`config.mk`:
```
export PLATFORM = sky130hd
export DESIGN_NAME = two_level_feedback_scheduler_core
export DESIGN_NICKNAME = d
export VERILOG_FILES = /design/src/rtl/core/tlfs_pkg.sv /design/src/rtl/core/tlfs_ram.sv /design/src/rtl/core/two_level_feedback_scheduler_core.sv
export SDC_FILE = /design/constraint.sdc
export NUM_CORES = 1
export LEC_CHECK = 0
export ABC_AREA = 1
export BUFFER_PORTS_ARGS = -buffer_cell sky130_fd_sc_hd__buf_2
export CORE_UTILIZATION = 57
export CTS_CLUSTER_DIAMETER = 30
export CTS_CLUSTER_SIZE = 20
export DETAILED_ROUTE_END_ITERATION = 8
export PLACE_DENSITY = 0.76
export SLEW_MARGIN = 25
export SYNTH_ARGS = -nofsm -noshare
export SYNTH_HDL_FRONTEND = slang
export SYNTH_SLANG_ARGS = --single-unit
```
`constraint.sdc`:
```
create_clock -name clk_i -period 3.7 [get_ports clk_i]
set_input_delay 0.37 -clock clk_i [delete_from_list [all_inputs] [get_ports clk_i]]
set_output_delay 0.37 -clock clk_i [all_outputs]
set_load 0.05 [all_outputs]
```
`src/rtl/core/tlfs_pkg.sv`:
```
// tlfs_pkg: types and constants of the two-level feedback scheduler
// transaction payloads, event kinds, configuration indexes and controller states
// no dependencies
`timescale 1ns / 1ps

package tlfs_pkg;

  localparam int unsigned IdFieldW = 8;
  localparam int unsigned CfgDataW = 16;
  localparam int unsigned CfgIdxW  = 2;
  localparam int unsigned KindW    = 3;
  localparam int unsigned ElapsedW = 17;

  // event kinds
  localparam logic [KindW-1:0] KIND_ADD        = 3'd0;
  localparam logic [KindW-1:0] KIND_TICK       = 3'd1;
  localparam logic [KindW-1:0] KIND_FINISH     = 3'd2;
  localparam logic [KindW-1:0] KIND_BLOCK      = 3'd3;
  localparam logic [KindW-1:0] KIND_NOTIFY_ONE = 3'd4;
  localparam logic [KindW-1:0] KIND_NOTIFY_ALL = 3'd5;

  // configuration register indexes
  localparam logic [CfgIdxW-1:0] CFG_FIRST_QUANTUM  = 2'd0;
  localparam logic [CfgIdxW-1:0] CFG_SECOND_QUANTUM = 2'd1;
  localparam logic [CfgIdxW-1:0] CFG_TICK_INTERVAL  = 2'd2;

  localparam logic [CfgDataW-1:0] FIRST_QUANTUM_RST  = 16'd4;
  localparam logic [CfgDataW-1:0] SECOND_QUANTUM_RST = 16'd8;
  localparam logic [CfgDataW-1:0] TICK_INTERVAL_RST  = 16'd1;

  typedef struct packed {
    logic [KindW-1:0]    kind;
    logic [IdFieldW-1:0] thread_id;
  } in_t;

  typedef struct packed {
    logic [IdFieldW-1:0] running_thread;
    logic                running_idle;
    logic                running_level;
    logic                event_error;
  } out_t;

  typedef enum logic [2:0] {
    S_IDLE,
    S_EXEC,
    S_TAKE,
    S_MOVE,
    S_DRAIN,
    S_RESP
  } state_e;

endpackage

```
`src/rtl/core/tlfs_ram.sv`:
```
// tlfs_ram: generic simple dual-port ram, one write and one registered read port
// no dependencies
`timescale 1ns / 1ps

module tlfs_ram #(
  parameter int unsigned WIDTH = 8,
  parameter int unsigned DEPTH = 16
) (
  input  logic                     clk_i,
  input  logic                     we_i,
  input  logic [$clog2(DEPTH)-1:0] waddr_i,
  input  logic [WIDTH-1:0]         wdata_i,
  input  logic [$clog2(DEPTH)-1:0] raddr_i,
  output logic [WIDTH-1:0]         rdata_o
);

  logic [WIDTH-1:0] mem_q [DEPTH];

  always_ff @(posedge clk_i) begin
    if (we_i) begin
      mem_q[waddr_i] <= wdata_i;
    end
    rdata_o <= mem_q[raddr_i];
  end

endmodule

```
`src/rtl/core/two_level_feedback_scheduler_core.sv`:
```
// add, tick without switch, block and idle choice go through states exec and resp;
// a take state follows exec where a thread is taken from a ready queue (ram read);
// notify-one and notify-all go through move, notify-all alternating drain and move per
// blocked entry (read then write); one event at a time, the result may wait on out_ready_i
// reset: queues empty, idle thread running, quanta 4 and 8, tick interval 1
`timescale 1ns / 1ps

module two_level_feedback_scheduler_core #(
  parameter int unsigned QUEUE_DEPTH = 16,
  parameter int unsigned ID_BITS     = 8
) (
  input  logic                               clk_i,
  input  logic                               rst_ni,
  input  logic                               cfg_we_i,
  input  logic [tlfs_pkg::CfgIdxW-1:0]       cfg_idx_i,
  input  logic [tlfs_pkg::CfgDataW-1:0]      cfg_data_i,
  input  logic                               in_valid_i,
  output logic                               in_ready_o,
  input  tlfs_pkg::in_t                      in_data_i,
  output logic                               out_valid_o,
  input  logic                               out_ready_i,
  output tlfs_pkg::out_t                     out_data_o
);

  import tlfs_pkg::*;

  localparam int unsigned PtrW    = $clog2(QUEUE_DEPTH);
  localparam int unsigned CntW    = $clog2(QUEUE_DEPTH + 1);
  localparam int unsigned IdWideW = (ID_BITS > IdFieldW) ? ID_BITS : IdFieldW;

  typedef struct packed {
    logic [PtrW-1:0] head;
    logic [PtrW-1:0] tail;
    logic [CntW-1:0] cnt;
  } fifo_ptr_t;

  function automatic logic [PtrW-1:0] ptr_inc(input logic [PtrW-1:0] p);
    logic [PtrW-1:0] r;
    if (p == PtrW'(QUEUE_DEPTH - 1)) begin
      r = '0;
    end else begin
      r = p + 1'b1;
    end
    return r;
  endfunction

  function automatic fifo_ptr_t fifo_push(input fifo_ptr_t f);
    fifo_ptr_t r;
    r      = f;
    r.tail = ptr_inc(f.tail);
    r.cnt  = f.cnt + 1'b1;
    return r;
  endfunction

  function automatic fifo_ptr_t fifo_pop(input fifo_ptr_t f);
    fifo_ptr_t r;
    r      = f;
    r.head = ptr_inc(f.head);
    r.cnt  = f.cnt - 1'b1;
    return r;
  endfunction

  // configuration
  logic [CfgDataW-1:0] first_q_q, second_q_q, interval_q;

  always_ff @(posedge clk_i or negedge rst_ni) begin
    if (!rst_ni) begin
      first_q_q  <= FIRST_QUANTUM_RST;
      second_q_q <= SECOND_QUANTUM_RST;
      interval_q <= TICK_INTERVAL_RST;
    end else if (cfg_we_i) begin
      unique case (cfg_idx_i)
        CFG_FIRST_QUANTUM:  first_q_q  <= cfg_data_i;
        CFG_SECOND_QUANTUM: second_q_q <= cfg_data_i;
        CFG_TICK_INTERVAL:  interval_q <= cfg_data_i;
        default: ;
      endcase
    end
  end

  // scheduler state
  state_e               state_q, state_d;
  fifo_ptr_t            hi_q, hi_d, lo_q, lo_d, bk_q, bk_d;
  logic [ID_BITS-1:0]   cur_id_q, cur_id_d;
  logic                 cur_idle_q, cur_idle_d;
  logic                 cur_lvl_q, cur_lvl_d;
  logic [ElapsedW-1:0]  elapsed_q, elapsed_d;
  logic [KindW-1:0]     kind_q, kind_d;
  logic [ID_BITS-1:0]   tid_q, tid_d;
  logic                 err_q, err_d;
  logic                 src_low_q, src_low_d;
  logic                 swap_q, swap_d;
  logic                 out_valid_q, out_valid_d;
  out_t                 out_q, out_d;

  // ram ports
  logic               hi_we, lo_we, bk_we;
  logic [ID_BITS-1:0] hi_wdata, lo_wdata, bk_wdata;
  logic [ID_BITS-1:0] hi_rdata, lo_rdata, bk_rdata;

  tlfs_ram #(.WIDTH(ID_BITS), .DEPTH(QUEUE_DEPTH)) u_hi_ram (
    .clk_i   (clk_i),
    .we_i    (hi_we),
    .waddr_i (hi_q.tail),
    .wdata_i (hi_wdata),
    .raddr_i (hi_q.head),
    .rdata_o (hi_rdata)
  );

  tlfs_ram #(.WIDTH(ID_BITS), .DEPTH(QUEUE_DEPTH)) u_lo_ram (
    .clk_i   (clk_i),
    .we_i    (lo_we),
    .waddr_i (lo_q.tail),
    .wdata_i (lo_wdata),
    .raddr_i (lo_q.head),
    .rdata_o (lo_rdata)
  );

  tlfs_ram #(.WIDTH(ID_BITS), .DEPTH(QUEUE_DEPTH)) u_bk_ram (
    .clk_i   (clk_i),
    .we_i    (bk_we),
    .waddr_i (bk_q.tail),
    .wdata_i (bk_wdata),
    .raddr_i (bk_q.head),
    .rdata_o (bk_rdata)
  );

  logic [IdWideW-1:0]  tid_wide, cur_wide;
  logic                hi_full, lo_full, bk_full, hi_any, lo_any, bk_any;
  logic                sw_fail, want_choose, want_switch;
  logic [ElapsedW:0]   sum;
  logic [ElapsedW-1:0] e_sat;
  logic [CfgDataW-1:0] quantum;
  logic                expired;
  logic [CntW:0]       merged;

  assign tid_wide = IdWideW'(in_data_i.thread_id);
  assign cur_wide = IdWideW'(cur_id_q);

  assign hi_full = (hi_q.cnt == CntW'(QUEUE_DEPTH));
  assign lo_full = (lo_q.cnt == CntW'(QUEUE_DEPTH));
  assign bk_full = (bk_q.cnt == CntW'(QUEUE_DEPTH));
  assign hi_any  = (hi_q.cnt != '0);
  assign lo_any  = (lo_q.cnt != '0);
  assign bk_any  = (bk_q.cnt != '0);
  assign merged  = {1'b0, hi_q.cnt} + {1'b0, bk_q.cnt};

  // switching to high-level work needs room for the preempted thread
  assign sw_fail = hi_any && lo_full;

  // elapsed ticks saturate at the all-ones value
  assign sum     = {1'b0, elapsed_q} + (ElapsedW + 1)'(interval_q);
  assign e_sat   = sum[ElapsedW] ? '1 : sum[ElapsedW-1:0];
  assign quantum = cur_lvl_q ? second_q_q : first_q_q;
  assign expired = (e_sat >= ElapsedW'(quantum));

  assign in_ready_o  = (state_q == S_IDLE);
  assign out_valid_o = out_valid_q;
  assign out_data_o  = out_q;

  always_comb begin
    state_d     = state_q;
    hi_d        = hi_q;
    lo_d        = lo_q;
    bk_d        = bk_q;
    cur_id_d    = cur_id_q;
    cur_idle_d  = cur_idle_q;
    cur_lvl_d   = cur_lvl_q;
    elapsed_d   = elapsed_q;
    kind_d      = kind_q;
    tid_d       = tid_q;
    err_d       = err_q;
    src_low_d   = src_low_q;
    swap_d      = swap_q;
    out_valid_d = out_valid_q;
    out_d       = out_q;
    hi_we       = 1'b0;
    lo_we       = 1'b0;
    bk_we       = 1'b0;
    hi_wdata    = tid_q;
    lo_wdata    = cur_id_q;
    bk_wdata    = cur_id_q;
    want_choose = 1'b0;
    want_switch = 1'b0;

    if (out_valid_q && out_ready_i) begin
      out_valid_d = 1'b0;
    end

    unique case (state_q)
      S_IDLE: begin
        if (in_valid_i) begin
          kind_d  = in_data_i.kind;
          tid_d   = tid_wide[ID_BITS-1:0];
          err_d   = 1'b0;
          state_d = S_EXEC;
        end
      end

      S_EXEC: begin
        state_d = S_RESP;
        unique case (kind_q)
          KIND_ADD: begin
            if (hi_full) begin
              err_d = 1'b1;
            end else begin
              hi_we = 1'b1;
              hi_d  = fifo_push(hi_q);
            end
          end
          KIND_TICK: begin
            if (cur_idle_q) begin
              want_choose = 1'b1;
            end else if (cur_lvl_q && hi_any) begin
              want_switch = 1'b1;
              if (!sw_fail) begin
                elapsed_d = '0;
              end
            end else if (expired) begin
              want_switch = 1'b1;
              if (!sw_fail) begin
                elapsed_d = e_sat - ElapsedW'(quantum);
              end
            end else begin
              elapsed_d = e_sat;
            end
          end
          KIND_FINISH: begin
            want_choose = 1'b1;
          end
          KIND_BLOCK: begin
            if (cur_idle_q || bk_full) begin
              err_d = 1'b1;
            end else begin
              bk_we       = 1'b1;
              bk_d        = fifo_push(bk_q);
              want_choose = 1'b1;
            end
          end
          KIND_NOTIFY_ONE: begin
            if (!bk_any || hi_full) begin
              err_d = 1'b1;
            end else begin
              bk_d    = fifo_pop(bk_q);
              state_d = S_MOVE;
            end
          end
          KIND_NOTIFY_ALL: begin
            if (!bk_any || (merged > (CntW + 1)'(QUEUE_DEPTH))) begin
              err_d = 1'b1;
            end else begin
              bk_d    = fifo_pop(bk_q);
              state_d = S_MOVE;
            end
          end
          default: begin
            err_d = 1'b1;
          end
        endcase

        if (want_choose) begin
          elapsed_d = '0;
          if (hi_any) begin
            hi_d      = fifo_pop(hi_q);
            src_low_d = 1'b0;
            swap_d    = 1'b0;
            state_d   = S_TAKE;
          end else if (lo_any) begin
            lo_d      = fifo_pop(lo_q);
            src_low_d = 1'b1;
            swap_d    = 1'b0;
            state_d   = S_TAKE;
          end else begin
            cur_id_d   = '0;
            cur_idle_d = 1'b1;
            cur_lvl_d  = 1'b0;
          end
        end

        // with both ready queues empty the running thread keeps going
        if (want_switch) begin
          if (sw_fail) begin
            err_d = 1'b1;
          end else if (hi_any) begin
            hi_d      = fifo_pop(hi_q);
            src_low_d = 1'b0;
            swap_d    = 1'b1;
            state_d   = S_TAKE;
          end else if (lo_any) begin
            lo_d      = fifo_pop(lo_q);
            src_low_d = 1'b1;
            swap_d    = 1'b1;
            state_d   = S_TAKE;
          end
        end
      end

      S_TAKE: begin
        // the popped id arrives from the ram; on a switch the old thread goes to the low queue
        cur_id_d   = src_low_q ? lo_rdata : hi_rdata;
        cur_idle_d = 1'b0;
        cur_lvl_d  = src_low_q;
        if (swap_q) begin
          lo_we = 1'b1;
          lo_d  = fifo_push(lo_q);
        end
        state_d = S_RESP;
      end

      S_MOVE: begin
        hi_we    = 1'b1;
        hi_wdata = bk_rdata;
        hi_d     = fifo_push(hi_q);
        if ((kind_q == KIND_NOTIFY_ALL) && bk_any) begin
          state_d = S_DRAIN;
        end else begin
          state_d = S_RESP;
        end
      end

      S_DRAIN: begin
        bk_d    = fifo_pop(bk_q);
        state_d = S_MOVE;
      end

      S_RESP: begin
        if (!out_valid_q || out_ready_i) begin
          out_valid_d          = 1'b1;
          out_d.running_thread = cur_idle_q ? '0 : cur_wide[IdFieldW-1:0];
          out_d.running_idle   = cur_idle_q;
          out_d.running_level  = cur_idle_q ? 1'b0 : cur_lvl_q;
          out_d.event_error    = err_q;
          state_d              = S_IDLE;
        end
      end

      default: begin
        state_d = S_IDLE;
      end
    endcase
  end

  always_ff @(posedge clk_i or negedge rst_ni) begin
    if (!rst_ni) begin
      state_q     <= S_IDLE;
      hi_q        <= '0;
      lo_q        <= '0;
      bk_q        <= '0;
      cur_id_q    <= '0;
      cur_idle_q  <= 1'b1;
      cur_lvl_q   <= 1'b0;
      elapsed_q   <= '0;
      out_valid_q <= 1'b0;
    end else begin
      state_q     <= state_d;
      hi_q        <= hi_d;
      lo_q        <= lo_d;
      bk_q        <= bk_d;
      cur_id_q    <= cur_id_d;
      cur_idle_q  <= cur_idle_d;
      cur_lvl_q   <= cur_lvl_d;
      elapsed_q   <= elapsed_d;
      out_valid_q <= out_valid_d;
    end
  end

  // payload registers, no reset
  always_ff @(posedge clk_i) begin
    kind_q    <= kind_d;
    tid_q     <= tid_d;
    err_q     <= err_d;
    src_low_q <= src_low_d;
    swap_q    <= swap_d;
    out_q     <= out_d;
  end

endmodule
```
==> impl_metrics.json <==
{
  "p_sw_mw": 11.4,
  "dr.first_iter.drc_count": 2215,
  "wl_mm": 68.2,
  "avgViaCountPerCell": 5.99,
  "p_sw_share_pct": 38.5,
  "peakVddDrop_mv": 0.855,
  "rrSetupSlack_ns": -0.11,
  "violations": "negative setup slack",
  "die_h_um": 211,
  "rr_startpoint": "interval_q[14]$_DFFE_PN0P_",
  "synthFlopType": "edfxtp_1",
  "coreArea_um2": 43200,
  "max_cap_viol_count": 0,
  "synth-edff-count": 409,
  "io_buffers": 46,
  "worst_path_largest_cell_delay_ns": 0.44,
  "p_int_mw": 18.2,
  "synth_area_per_cell_um2": 10.4,
  "p_clk_share_pct": 30.5,
  "rr_worst_depth": 22,
  "final_core_util_pct": 72.4,
  "worst_ep_arrival_time_ns": 4.33,
  "start_util_pct": 57.9,
  "cpMostUsedCell": "nand2_2",
  "crit_chain": "ha_4, nand2_2, nor4_4, nand2_2, nand2_4, buf_12, buf_8, a21oi_1, o21ai_1, ha_1, a21oi_2, o21ai_2, a21oi_2, nand2_1, nand2_2, nand3_4, o21ai_4, nand3_4, buf_12, buf_6, nand3_2, nand2_1",
  "wl_per_cell_um": 20.7,
  "drc": 0,
  "wl_met3_mm": 5.64,
  "pin_count": 47,
  "synthCells": 2407,
  "overflow": 0,
  "hold_class": "in -> reg",
  "crit_path_top_delay_cell": "dfrtp_2",
  "n_antenna_cell": 0,
  "hp-start": "cfg_data_i[9]",
  "worst_pin_slew_ns": 1.17,
  "synth_top_area_cell": "edfxtp_1",
  "wl_met2_mm": 32.8,
  "ys_seq_area_share_pct": 62.9,
  "crit_type": "reg -> reg",
  "seqCellArea_um2": 15700,
  "place_ws_ns": -0.182,
  "place.gp.congestion": 0.915,
  "syn_to_final_growth_pct": 25.1,
  "cp_max_fo": 6,
  "hold_slack_ns": 0.0292,
  "cts_buffer_depth": 3,
  "rows": 76,
  "grt_max_degree": 69,
  "yosysTopAreaCellShare_pct": 49.1,
  "first_pass_iters": 6,
  "clk_pin_slew_ns": 0.05,
  "required_ns": 4.22,
  "final_cells": 3298,
  "setup-violations-final": 33,
  "setup_ws_ns": -0.106,
  "grt_pass1_wl_mm": 103,
  "period_minus_slack_ns": 3.81,
  "rsz0062_at_grt": "yes",
  "timing.fmax_mhz": 263,
  "syn_area_um2": 25000,
  "dpl.hpwl_mm": 40.6,
  "final-hold-violation-count": 0,
  "cts_tree": "done",
  "cts_buffers": 105,
  "period_share_pct": 103,
  "power_frac_comb_pct": 39.4,
  "dieWidth_um": 211,
  "vias": 19761,
  "synth_cell_types": 52,
  "leakage_nw": 12.5,
  "h-tree-depth": 3,
  "ys_warn_count": 0,
  "track_usage_pct": 30.1,
  "top_layer": "met4",
  "synth_area_leaders": "edfxtp_1 49%, dfrtp_1 11%, nand2_1 7.0%",
  "total_power_mw": 29.6,
  "clkSinkCount": 551,
  "max-slew-margin-rel_pct": 21.6,
  "async_reset_ff_share_pct": 21.4,
  "min_path_cells": 3,
  "post-place-cells": 3054,
  "synth.most_common_cell": "nand2_1",
  "ant_nets": 0,
  "syn_nets": 2502,
  "p_seq_share_pct": 30.0,
  "multi_input_area_um2": 9040,
  "clock-root-buffer": "clkbuf_16",
  "nets": 2720,
  "fillerInstances": 2866,
  "ys_top_cells_by_count": "466 x nand2_1, 409 x edfxtp_1, 309 x o21ai_0",
  "clock_latency_ns": 0.66,
  "clock_skew_ns": 0.0332,
  "status": "complete, but fails checks",
  "whs_endpoint": "first_q_q[9]$_DFFE_PN0P_",
  "antenna_found_initial": 0,
  "yosys_register_bits": 551,
  "endpoint_kind": "register",
  "drt-met1-wl_mm": 27.4,
  "drive_gt1_share_pct": 20.2,
  "slew_violations": 0,
  "crit_path_start_kind": "register",
  "power_density_nw_per_um2": 947,
  "r2r-end": "elapsed_q[16]$_DFFE_PN0P_",
  "grt_pass1_vias": 19066,
  "die_area_um2": 44700
}
[cell type report]
class / count / area share [%]
flip-flops and latches: 551 / 50.3
multi-input cells: 1593 / 28.9
clock buffers: 122 / 8.88
repair buffers: 215 / 5.45
well taps: 585 / 2.34
clock inverters: 73 / 2.17
inverters: 159 / 1.92
[metal layers]
layer  vias up  track usage (%)
li1       8944                -
met1      9552             40.5
met2      1060             48.5
met3       205             5.83
met4         0             12.1
met5         -                0
[metrics by stage]
stage | area, um2 | TNS (ns)
2_1_floorplan | 25000 | 0
3_3_place_gp | 26500 | -2.53
3_5_place_dp | 26500 | -5.66
4_1_cts | 30700 | 0
5_1_grt | 31300 | -8.42
6_report | 31300 | -1.66
[cells by family (layout without fill, tap and decap cells)]
group,Yosys count,after routing,share of synthesized area (%)
buffers and inverters,266,569,4.10
adder cells (fa/ha/maj),61,61,3.14
AND/OR/NAND/NOR,936,939,15.6
XOR/XNOR,38,38,1.33
AO/OA/AOI/OAI,541,541,12.4
multiplexers,14,14,0.561
flip-flops,551,551,62.9
[power groups by stage]
| stage | Combinational (mW) | Sequential (mW) | Clock (mW) |
|---|---|---|---|
| final | 11.7 | 8.89 | 9.03 |
| after global routing | 12.6 | 8.98 | 9.39 |
| after CTS | 10.4 | 8.87 | 9.09 |
| after detailed placement | 9.53 | 8.92 | 0 |
| after global placement | 9.31 | 8.89 | 0 |
| after floorplan | 6.26 | 8.58 | 0 |
[critical path: cells and delay by family (launching register included)]
family | cells | cell delay (ns)
and+or+nand+nor | 10 | 1.31
adders and majority gates | 2 | 0.64
DFF | 1 | 0.44
buffers and inverters | 4 | 0.58
AOI/OAI and AO/OA | 6 | 0.71
[worst max-delay path by stage]
stage                                    start                        end
floorplan             elapsed_q[0]$_DFFE_PN0P_        err_q$_SDFFCE_PN0P_
global placement    interval_q[14]$_DFFE_PN0P_        hi_q[9]$_DFFE_PN0P_
detailed placement    elapsed_q[0]$_DFFE_PN0P_  elapsed_q[14]$_DFFE_PN0P_
CTS                  interval_q[0]$_DFFE_PN1P_        src_low_q$_DFFE_PP_
global route        interval_q[14]$_DFFE_PN0P_  elapsed_q[16]$_DFFE_PN0P_
finish              interval_q[14]$_DFFE_PN0P_  elapsed_q[16]$_DFFE_PN0P_
[registers in the layout, indices dropped and copies added, names as in the netlist, 3 cells and up]
name,flops
u_hi_ram.mem_q,128
u_bk_ram.mem_q,128
interval_q,16
elapsed_q,17
u_bk_ram.rdata_o,8
lo_q,13
state_q,3
kind_q,3
u_lo_ram.rdata_o,8
bk_wdata,8
hi_q,13
u_lo_ram.mem_q,128
u_hi_ram.rdata_o,8
second_q_q,16
first_q_q,16
tid_q,8
bk_q,13
out_data_o,11
[placed cells by master, fill, tap and decap left out, types with 36 or more instances in the layout]
master / n
edfxtp_1: 409
inv_1: 152
nand2_2: 39
nor2_1: 278
a21oi_1: 58
ha_1: 37
o22ai_1: 36
o21ai_0: 290
clkbuf_16: 110
buf_2: 45
o221ai_1: 51
nand2_1: 426
buf_4: 137
nand3_1: 103
dfrtp_1: 99
[timing repair]
item | in CTS | in global routing
setup endpoints to repair | 45 | 45
gates cloned | 2 | 4
hold endpoints to repair | 52 | 0
setup buffers | 20 | 10
gates resized for setup | 73 | 115
hold buffers | 13 | 0
pin swaps | 23 | 63
(Power assumes the default switching activity.)
